==> src/rtl/stitch_pattern_raster_generator_assert.svh <==
// Assertion macros for the stitch pattern raster generator.
// All checks sample on clk and are disabled while arst_n is low.
`ifndef STITCH_PATTERN_RASTER_GENERATOR_ASSERT_SVH
`define STITCH_PATTERN_RASTER_GENERATOR_ASSERT_SVH

// Same-cycle implication
`define SPRG_ASSERT_NOW(lbl, ante, cons) \
	lbl: assert property (@(posedge clk) disable iff (!arst_n) (ante) |-> (cons)) \
		else $error("stitch raster generator: same-cycle check failed");

// Next-cycle implication
`define SPRG_ASSERT_NEXT(lbl, ante, cons) \
	lbl: assert property (@(posedge clk) disable iff (!arst_n) (ante) |=> (cons)) \
		else $error("stitch raster generator: next-cycle check failed");

`endif

==> src/rtl/stpg_pkg.sv <==
package stpg_pkg;

	// field and register widths
	localparam int GAP_W     = 8;
	localparam int CNT_W     = 7;
	localparam int PIX_W     = 14;
	localparam int CFG_W     = 64;
	localparam int CFG_IDX_W = 3;

	// default grid capacity
	localparam int MAX_CELLS_DEF = 64;

	// register reset values
	localparam logic [GAP_W-1:0] CELL_GAP_RST   = 8'd16;
	localparam logic [GAP_W-1:0] LINE_WIDTH_RST = 8'd1;

	// register indexes
	typedef enum logic [CFG_IDX_W-1:0] {
		CFG_CELL_GAP     = 3'd0,
		CFG_LINE_WIDTH   = 3'd1,
		CFG_COLUMN_COUNT = 3'd2,
		CFG_ROW_COUNT    = 3'd3,
		CFG_COLUMN_BITS  = 3'd4,
		CFG_ROW_BITS     = 3'd5
	} cfg_reg_t;

endpackage

==> src/rtl/stitch_pattern_raster_generator.sv <==
// Stitch pattern raster generator: each accepted word on the input channel
// produces the next pixel of the frame in raster order (or pixel (0,0) of a
// new frame when restart is set), with its coordinates, its ink bit and
// end-of-line / end-of-frame marks. One pixel per clock is sustained while
// out_ready holds: the position counters update in the cycle a word is
// accepted and the pixel is held in a single output register, so a new
// word is taken whenever that register is empty or drains in the same cycle;
// the pixel shows in the cycle after its word. A zero cell_gap, column_count
// or row_count gives an empty frame (word consumed, no pixel). The user
// must write config via the plain write port only while idle (not enforced).
module stitch_pattern_raster_generator
	import stpg_pkg::*;
#(
	parameter int MAX_CELLS = MAX_CELLS_DEF
) (
	input  logic                 clk,
	input  logic                 arst_n,
	// configuration write port
	input  logic                 cfg_wr_en,
	input  logic [CFG_IDX_W-1:0] cfg_addr,
	input  logic [CFG_W-1:0]     cfg_wdata,
	// input channel
	input  logic                 in_valid,
	output logic                 in_ready,
	input  logic                 restart,
	// output channel
	output logic                 out_valid,
	input  logic                 out_ready,
	output logic [PIX_W-1:0]     pixel_x,
	output logic [PIX_W-1:0]     pixel_y,
	output logic                 ink,
	output logic                 end_of_line,
	output logic                 end_of_frame
);

	localparam int CELL_W = (MAX_CELLS > 1) ? $clog2(MAX_CELLS) : 1;

	// configuration registers
	logic [GAP_W-1:0]     cell_gap_q;
	logic [GAP_W-1:0]     line_width_q;
	logic [CNT_W-1:0]     column_count_q;
	logic [CNT_W-1:0]     row_count_q;
	logic [MAX_CELLS-1:0] column_bits_q;
	logic [MAX_CELLS-1:0] row_bits_q;

	// position of the next pixel
	logic [CELL_W-1:0] cur_col_q;
	logic [GAP_W-1:0]  cur_xo_q;
	logic [CELL_W-1:0] cur_row_q;
	logic [GAP_W-1:0]  cur_yo_q;

	// output register
	logic             out_valid_q;
	logic [PIX_W-1:0] pixel_x_q;
	logic [PIX_W-1:0] pixel_y_q;
	logic             ink_q;
	logic             eol_q;
	logic             eof_q;

	// pixel logic
	logic              in_acc;
	logic [CNT_W-1:0]  cols;
	logic [CNT_W-1:0]  rows;
	logic [GAP_W-1:0]  thick;
	logic              empty;
	logic              go_home;
	logic [CELL_W-1:0] c;
	logic [CELL_W-1:0] r;
	logic [GAP_W-1:0]  xo;
	logic [GAP_W-1:0]  yo;
	logic              last_x;
	logic              last_y;
	logic              eol;
	logic              eof;
	logic              ink_d;
	logic [PIX_W-1:0]  pix_x_d;
	logic [PIX_W-1:0]  pix_y_d;
	logic [CELL_W-1:0] nxt_col;
	logic [GAP_W-1:0]  nxt_xo;
	logic [CELL_W-1:0] nxt_row;
	logic [GAP_W-1:0]  nxt_yo;

	assign in_ready = !out_valid_q || out_ready;
	assign in_acc   = in_valid && in_ready;

	// configuration writes
	always_ff @(posedge clk or negedge arst_n) begin
		if (!arst_n) begin
			cell_gap_q     <= CELL_GAP_RST;
			line_width_q   <= LINE_WIDTH_RST;
			column_count_q <= '0;
			row_count_q    <= '0;
			column_bits_q  <= '0;
			row_bits_q     <= '0;
		end else if (cfg_wr_en) begin
			unique case (cfg_reg_t'(cfg_addr))
				CFG_CELL_GAP:     cell_gap_q     <= cfg_wdata[GAP_W-1:0];
				CFG_LINE_WIDTH:   line_width_q   <= cfg_wdata[GAP_W-1:0];
				CFG_COLUMN_COUNT: column_count_q <= cfg_wdata[CNT_W-1:0];
				CFG_ROW_COUNT:    row_count_q    <= cfg_wdata[CNT_W-1:0];
				CFG_COLUMN_BITS:  column_bits_q  <= cfg_wdata[MAX_CELLS-1:0];
				CFG_ROW_BITS:     row_bits_q     <= cfg_wdata[MAX_CELLS-1:0];
				default: ;
			endcase
		end
	end

	// effective grid size and stroke thickness
	assign cols  = (column_count_q > CNT_W'(MAX_CELLS)) ? CNT_W'(MAX_CELLS) : column_count_q;
	assign rows  = (row_count_q > CNT_W'(MAX_CELLS)) ? CNT_W'(MAX_CELLS) : row_count_q;
	assign thick = (line_width_q < cell_gap_q) ? line_width_q : cell_gap_q;
	assign empty = (cell_gap_q == '0) || (cols == '0) || (rows == '0);

	// restart, or a stale position after a register change, starts at (0,0)
	assign go_home = restart || (CNT_W'(cur_col_q) >= cols) || (CNT_W'(cur_row_q) >= rows)
		|| (cur_xo_q >= cell_gap_q) || (cur_yo_q >= cell_gap_q);

	assign c  = go_home ? '0 : cur_col_q;
	assign r  = go_home ? '0 : cur_row_q;
	assign xo = go_home ? '0 : cur_xo_q;
	assign yo = go_home ? '0 : cur_yo_q;

	// pixel attributes
	assign last_x = (xo == cell_gap_q - GAP_W'(1));
	assign last_y = (yo == cell_gap_q - GAP_W'(1));
	assign eol    = last_x && (CNT_W'(c) == cols - CNT_W'(1));
	assign eof    = eol && last_y && (CNT_W'(r) == rows - CNT_W'(1));

	assign ink_d = ((yo < thick) && (c[0] == row_bits_q[r]))
		|| ((xo < thick) && (r[0] == column_bits_q[c]))
		|| ((c != '0) && (r != '0) && (xo < thick) && (yo < thick));

	assign pix_x_d = PIX_W'(c) * PIX_W'(cell_gap_q) + PIX_W'(xo);
	assign pix_y_d = PIX_W'(r) * PIX_W'(cell_gap_q) + PIX_W'(yo);

	// advance the raster position
	always_comb begin
		nxt_col = c;
		nxt_xo  = xo;
		nxt_row = r;
		nxt_yo  = yo;
		if (empty || eof) begin
			nxt_col = '0;
			nxt_xo  = '0;
			nxt_row = '0;
			nxt_yo  = '0;
		end else if (eol) begin
			nxt_col = '0;
			nxt_xo  = '0;
			if (!last_y) begin
				nxt_yo = yo + GAP_W'(1);
			end else begin
				nxt_yo  = '0;
				nxt_row = r + CELL_W'(1);
			end
		end else if (!last_x) begin
			nxt_xo = xo + GAP_W'(1);
		end else begin
			nxt_xo  = '0;
			nxt_col = c + CELL_W'(1);
		end
	end

	always_ff @(posedge clk or negedge arst_n) begin
		if (!arst_n) begin
			cur_col_q <= '0;
			cur_xo_q  <= '0;
			cur_row_q <= '0;
			cur_yo_q  <= '0;
		end else if (in_acc) begin
			cur_col_q <= nxt_col;
			cur_xo_q  <= nxt_xo;
			cur_row_q <= nxt_row;
			cur_yo_q  <= nxt_yo;
		end
	end

	// output word valid
	always_ff @(posedge clk or negedge arst_n) begin
		if (!arst_n) begin
			out_valid_q <= 1'b0;
		end else if (in_acc) begin
			out_valid_q <= !empty;
		end else if (out_ready) begin
			out_valid_q <= 1'b0;
		end
	end

	// output word payload
	always_ff @(posedge clk) begin
		if (in_acc && !empty) begin
			pixel_x_q <= pix_x_d;
			pixel_y_q <= pix_y_d;
			ink_q     <= ink_d;
			eol_q     <= eol;
			eof_q     <= eof;
		end
	end

	assign out_valid    = out_valid_q;
	assign pixel_x      = pixel_x_q;
	assign pixel_y      = pixel_y_q;
	assign ink          = ink_q;
	assign end_of_line  = eol_q;
	assign end_of_frame = eof_q;

	// checks
	`include "stitch_pattern_raster_generator_assert.svh"

	`SPRG_ASSERT_NOW(a_eof_has_eol, out_valid_q, !eof_q || eol_q)
	`SPRG_ASSERT_NEXT(a_empty_no_word, in_acc && empty, !out_valid_q)
	`SPRG_ASSERT_NEXT(a_word_follows, in_acc && !empty, out_valid_q)
	`SPRG_ASSERT_NEXT(a_restart_origin, in_acc && !empty && restart,
		(pixel_x_q == '0) && (pixel_y_q == '0))

endmodule

==> config.mk <==
export PLATFORM = sky130hd
export DESIGN_NAME = stitch_pattern_raster_generator
export DESIGN_NICKNAME = d
export VERILOG_FILES = /design/src/rtl/stpg_pkg.sv /design/src/rtl/stitch_pattern_raster_generator.sv
export VERILOG_INCLUDE_DIRS = /design/src /design/src/rtl
export SDC_FILE = /design/constraint.sdc
export NUM_CORES = 1
export LEC_CHECK = 0
export ABC_AREA = 1
export BUFFER_PORTS_ARGS = -buffer_cell sky130_fd_sc_hd__buf_2
export CAP_MARGIN = 10
export CORE_UTILIZATION = 55
export DETAILED_ROUTE_END_ITERATION = 8
export PLACE_DENSITY = 0.79
export SLEW_MARGIN = 20
export SYNTH_ARGS = -nofsm -noshare
export SYNTH_HDL_FRONTEND = slang
export SYNTH_SLANG_ARGS = --single-unit
==> constraint.sdc <==
create_clock -name clk -period 8.1 [get_ports clk]
set_input_delay 1.62 -clock clk [delete_from_list [all_inputs] [get_ports clk]]
set_output_delay 1.62 -clock clk [all_outputs]
set_load 0.02 [all_outputs]
==> impl_metrics.yaml, run 1 <==
worst_setup_path:
  endpoint_kind: "flip-flop"
  crit_type: "reg2reg"
  max_stage_delay_ns: 0.49
  cp_max_fo: 46
  reg2reg_slack_ns: 1.10
  crit_arrival_ns: 7.27
  startpoint_type: "flip-flop"
  critPathMostFrequentCell: "nand2_1"
  reg2reg_from: "row_count_q[2]$_DFFE_PN0P_"
  r2r_end: "pixel_y[12]$_DFFE_PP_"
  required_ns: 8.37
  crit_slowest_cell: "fa_1"
  worst-r2r-cell-count: 31
flow_run:
  drv_cap: 0
cts:
  cts_tree: "built"
  cts_setup_buffers: 0
  htreeDepth: 1
  clkTransAtPathRegs_ns: 0.06
  cts.hold.buffers_added: 0
  numCtsBuffers: 25
  cts_resized: 0
  clock_latency_ns: 0.53
  cts_max_path_buffers: 3
  clock-sinks: 218
  cts-root-buf: "clkbuf_16"
worst_hold_path:
  hp-class: "reg2reg"
  holdCritStartpoint: "column_bits_q[30]$_DFFE_PN0P_"
  hold_path_end: "column_bits_q[30]$_DFFE_PN0P_"
  hold_depth: 2
timing:
  timing.fmax_mhz: 143
  rsz0062_at_grt: "no"
  worstMarginPinSlew_ns: 1.03
  min_period_ns: 7.00
  final_hold_viol_count: 0
  slew_viol_final: 0
  fin_crit_sh_pct: 86.4
  relSlewSlack_pct: 31.5
  setup_viol: 0
  fin_setup_tns_ns: 0
  fin_skew_ns: 0.0114
die:
  ios: 106
  initial_core_util_pct: 55.9
  core_um2: 27700
  die_x_um: 170
  die_y_um: 170
  design.die.area_um2: 28800
  num_rows: 61
logic_synthesis:
  syn_inst: 1950
  synthFlopType: "dfrtp_1"
  synth.most_common_cell: "nand2_1"
  synth_area_um2: 15500
  syn_nets: 2207
  synthTopCellsByArea: "dfrtp_1 (30%), nand2_1 (11%), ha_1 (10%)"
  synth_cell_types: 39
  synth_common_cells: "nand2_1 (472), inv_1 (219), o21ai_0 (190), dfrtp_1 (185), nand3_1 (165)"
  synth_warnings: 0
  synth_top_area_share_pct: 29.9
  synth_edf_count: 31
  yosys_register_bits: 218
  async_flop_share_pct: 85.8
  syn_avg_cell_area_um2: 7.94
  seq_area_frac_synth_pct: 36.2
  synth.largest_area_cell: "dfrtp_1"
final_layout:
  area_growth_pct: 11.1
  diodes: 0
  fill_cells: 2467
  seqCellArea_um2: 5610
  multi_input_area_um2: 8630
  layout-drive-gt1-share_pct: 10.9
  final_nets: 2269
  fin_util_pct: 62.1
  fin_cells: 2408
placed_design:
  io_buffers: 105
  dp.final_hpwl_um: 28900
  place_inst: 2362
  gp_congestion: 0.935
detailed_routing:
  via_count: 13600
  drc: 0
  drtIter0Drc: 1208
  routed_wl_um: 41400
  dr.pass1.iters: 6
  ant_nets: 0
  wl_per_cell_um: 17.2
  avgViaCountPerCell: 5.64
global_route:
  grt_pass1_wl_um: 67600
  use_met2_pct: 49.3
  grt_use_total_pct: 29.6
  grt_antenna_before_repair: 0
  grt_util_met3_pct: 4.08
  met1_usage_pct: 39.1
  grt_pass1_vias: 13100
  busiest_layer: "met2"
  grt_max_degree: 129
  grt.overflow.total: 0
power_and_ir_drop:
  power_mw: 3.51
  vdd_drop_max_mv: 0.145
  power_density_nw_per_um2: 204
  leakagePower_nw: 9.08
status:
  status: "finished clean"
-- logic make-up after synthesis --
group           synth area share, %
compound gates                 8.31
xor+xnor                       4.18
fa+ha+maj                      17.8
buf+inv                        8.26
flops                          36.2
simple gates                   25.2
-- sequential cells by signal, summed over array words and instances, names as in the netlist, 6 cells and up --
name,flops
column_bits_q,64
cell_gap_q,8
pixel_x,14
cur_row_q,6
cur_yo_q,8
row_bits_q,64
pixel_y,14
cur_col_q,6
row_count_q,7
line_width_q,8
cur_xo_q,8
column_count_q,7
-- per-layer routing --
metal	vias to the layer above	routed length, µm
met3	136	3130
met4	0	1630
met2	603	19500
met1	6416	17100
li1	6422	-
met5	-	0
-- cell type report --
class | count | area share (%)
sequential | 218 | 32.6
inverter | 232 | 5.06
timing repair buffer | 132 | 4.40
clock inverter | 13 | 0.792
tap | 378 | 2.75
clock buffer | 32 | 4.27
multi-input combinational | 1403 | 50.1
-- metrics by stage --
step	area, µm²	hold WS, ns	setup slack [ns]
global placement	16300	0.467	1.02
detailed placement	16300	0.473	0.932
global route	17200	0.494	0.459
finish	17200	0.485	1.10
floorplan	15500	0.453	1.46
CTS	17200	0.488	1.16
-- power by group --
part / internal (mW) / leakage [nW] / total (mW) / switching [mW]
combinational: 0.295 / 5.97 / 0.909 / 0.614
sequential: 1.30 / 2.68 / 1.42 / 0.118
clock: 0.708 / 0.425 / 1.19 / 0.478
total: 2.30 / 9.08 / 3.51 / 1.21
-- how the worst max path moves through the flow --
| stage | start | to | slack [ns] | cells after the start |
|---|---|---|---|---|
| after detailed placement | restart | pixel_y[12]$_DFFE_PP_ | 0.93 | 27 |
| after floorplan | restart | pixel_y[12]$_DFFE_PP_ | 1.46 | 28 |
| after global placement | restart | pixel_y[12]$_DFFE_PP_ | 1.02 | 27 |
| final | row_count_q[2]$_DFFE_PN0P_ | pixel_y[12]$_DFFE_PP_ | 1.10 | 31 |
| after global routing | row_count_q[2]$_DFFE_PN0P_ | pixel_y[13]$_DFFE_PP_ | 0.46 | 30 |
| after CTS | row_count_q[2]$_DFFE_PN0P_ | pixel_y[12]$_DFFE_PP_ | 1.16 | 31 |
-- critical path, delay by kind of cell (launching register included) --
family          cells  cell delay, ns
fa+ha+maj           6            2.45
simple gates       14            1.86
compound gates      7            1.33
buf+inv             3            0.61
flops               1            0.39
xor+xnor            1            0.09
-- placed cells by master (no fill, tap or decap), drive strengths merged, types with 2 or more instances in the layout --
cell | Yosys | routed
buf | 21 | 132
xor2 | 58 | 58
dfrtp | 185 | 185
a21oi | 44 | 44
clkinvlp | 0 | 3
nor2 | 170 | 170
nand2 | 474 | 474
or2 | 4 | 4
ha | 124 | 124
clkinv | 3 | 7
inv | 229 | 233
edfxtp | 31 | 31
nand3b | 9 | 9
o22ai | 5 | 5
nor4 | 2 | 2
dfstp | 2 | 2
xnor2 | 16 | 16
nand4 | 54 | 54
o21ai | 199 | 199
nor3 | 9 | 9
bufinv | 0 | 2
clkbuf | 76 | 32
fa | 60 | 60
nand3 | 169 | 169
No activity file was read; power rests on OpenSTA's default activity.
==> run 2: changes to the inputs <==
==> constraint.sdc (replaced) <==
create_clock -name clk -period 8.1 [get_ports clk]
set_input_delay 0.81 -clock clk [delete_from_list [all_inputs] [get_ports clk]]
set_output_delay 0.81 -clock clk [all_outputs]
set_load 0.02 [all_outputs]
==> run 2 against run 1 <==
Effect of this change:
- flip-flop and latch count unchanged
- register-to-register slack got worse by 0.21 ns
- critical path depth down 1
- fmax fell by 2.9%
- clock skew rose by 0.0011 ns
- non-clock buffer count decreased by 3
- critical endpoint is now pixel_y[13]$_DFFE_PP_
==> impl_metrics.yaml, run 2 (same netlist as run 1, synthesis figures left out) <==
status:
  status: "finished clean"
detailed_routing:
  routed_wl_um: 41600
  dr.pass1.iters: 5
  drc: 0
  via_count: 13600
  avgViaCountPerCell: 5.67
  ant_nets: 0
  drtIter0Drc: 1320
  wl_per_cell_um: 17.3
final_layout:
  final_nets: 2266
  layout-drive-gt1-share_pct: 10.5
  fill_cells: 2471
  final_cell_mix: "nand2_1 (470), inv_1 (219), o21ai_0 (190)"
  area_growth_pct: 10.7
  diodes: 0
  reg_top3: "column_bits_q x64, row_bits_q x64"
  fin_util_pct: 61.9
  final_common_cell: "nand2_1"
cts:
  cts.hold.buffers_added: 0
  cts_resized: 0
  clock-sinks: 218
  cts-root-buf: "clkbuf_16"
  clkTransAtPathRegs_ns: 0.06
  cts_setup_buffers: 0
  cts_max_path_buffers: 3
  clock_latency_ns: 0.55
  numCtsBuffers: 25
  cts_tree: "built"
  htreeDepth: 1
timing:
  timing.fmax_mhz: 139
  final_hold_viol_count: 0
  rsz0062_at_grt: "no"
  relSlewSlack_pct: 31.2
  worst_slack_ns: 0.897
  fin_setup_tns_ns: 0
  hold_slack_ns: 0.395
  fin_skew_ns: 0.0125
  slew_viol_final: 0
  setup_viol: 0
  worstMarginPinSlew_ns: 1.03
  fin_crit_sh_pct: 88.9
  min_period_ns: 7.20
worst_setup_path:
  startpoint_type: "flip-flop"
  endpoint_kind: "flip-flop"
  max_stage_delay_ns: 0.52
  crit_type: "reg2reg"
  reg2reg_slack_ns: 0.90
  cp_max_fo: 46
  r2r_end: "pixel_y[13]$_DFFE_PP_"
  crit_arrival_ns: 7.50
  worst-r2r-cell-count: 30
  crit_slowest_cell: "buf_4"
  required_ns: 8.39
  reg2reg_from: "row_count_q[2]$_DFFE_PN0P_"
  critPathMostFrequentCell: "nand2_1"
  crit_path_start: "row_count_q[2]$_DFFE_PN0P_"
global_route:
  grt_max_degree: 129
  grt.overflow.total: 0
  grt_antenna_before_repair: 1
  grt_use_total_pct: 29.4
  grt_pass1_vias: 12900
  grt_pass1_wl_um: 66900
flow_run:
  drv_cap: 0
placed_design:
  pre_cts_ws_ns: 1.07
  dp.final_hpwl_um: 28800
  gp_congestion: 1.00
  io_buffers: 105
die:
  ios: 106
  initial_core_util_pct: 55.9
  num_rows: 61
  design.die.area_um2: 28800
  die_y_um: 170
  die_x_um: 170
  core_um2: 27700
power_and_ir_drop:
  switching_share_pct: 34.4
  p_switching_mw: 1.20
  leakagePower_nw: 9.04
  power_density_nw_per_um2: 203
  p_int_mw: 2.29
  seq_power_share_pct: 40.7
  power_mw: 3.49
  vdd_drop_max_mv: 0.199
  power_frac_comb_pct: 25.9
  power_frac_clock_pct: 33.4
worst_hold_path:
  hp-class: "in2async"
run 2: power groups by stage:
stage          registers [mW]  clock network, mW  logic [mW]
2_1_floorplan            1.44                  0       0.600
3_3_place_gp             1.43                  0       0.858
3_5_place_dp             1.43                  0       0.886
4_1_cts                  1.42               1.19       0.893
5_1_grt                  1.44               1.22        1.01
6_report                 1.42               1.17       0.902
run 2: worst max path at each step:
| stage | slack, ns | endpoint | cells past startpoint |
|---|---|---|---|
| finish | 0.90 | pixel_y[13]$_DFFE_PP_ | 30 |
| global route | 0.29 | pixel_y[12]$_DFFE_PP_ | 31 |
| CTS | 1.02 | pixel_y[13]$_DFFE_PP_ | 30 |
| detailed placement | 1.07 | pixel_y[13]$_DFFE_PP_ | 30 |
| global placement | 1.30 | pixel_y[12]$_DFFE_PP_ | 31 |
| floorplan | 1.70 | pixel_y[12]$_DFFE_PP_ | 33 |
run 2: routing by layer:
layer	global-route usage (%)	wire, µm	vias to the layer above
li1	-	-	6422
met1	38.8	17000	6408
met2	47.2	19100	668
met3	4.69	3600	140
met4	13.9	1910	2
met5	0	13	-
run 2: layout make-up:
type,count,area [µm²],share of cell area [%]
multi-input combinational,1403,8630,50.3
sequential,218,5610,32.7
inverter,232,871,5.08
timing repair buffer,129,719,4.20
clock buffer,36,697,4.07
tap,378,473,2.76
clock inverter,10,143,0.832
run 2: per-stage QoR:
stage	instances	cell area, µm²
finish	2406	17100
CTS	2406	17100
global route	2406	17100
global placement	2360	16300
detailed placement	2360	16300
floorplan	1950	15500
run 2: critical path: cells and delay by family (launching register included):
kind | cells | cell delay [ns]
fa+ha+maj | 6 | 2.64
compound gates | 8 | 1.39
flops | 1 | 0.39
xor+xnor | 1 | 0.08
simple gates | 13 | 1.84
buf+inv | 2 | 0.56
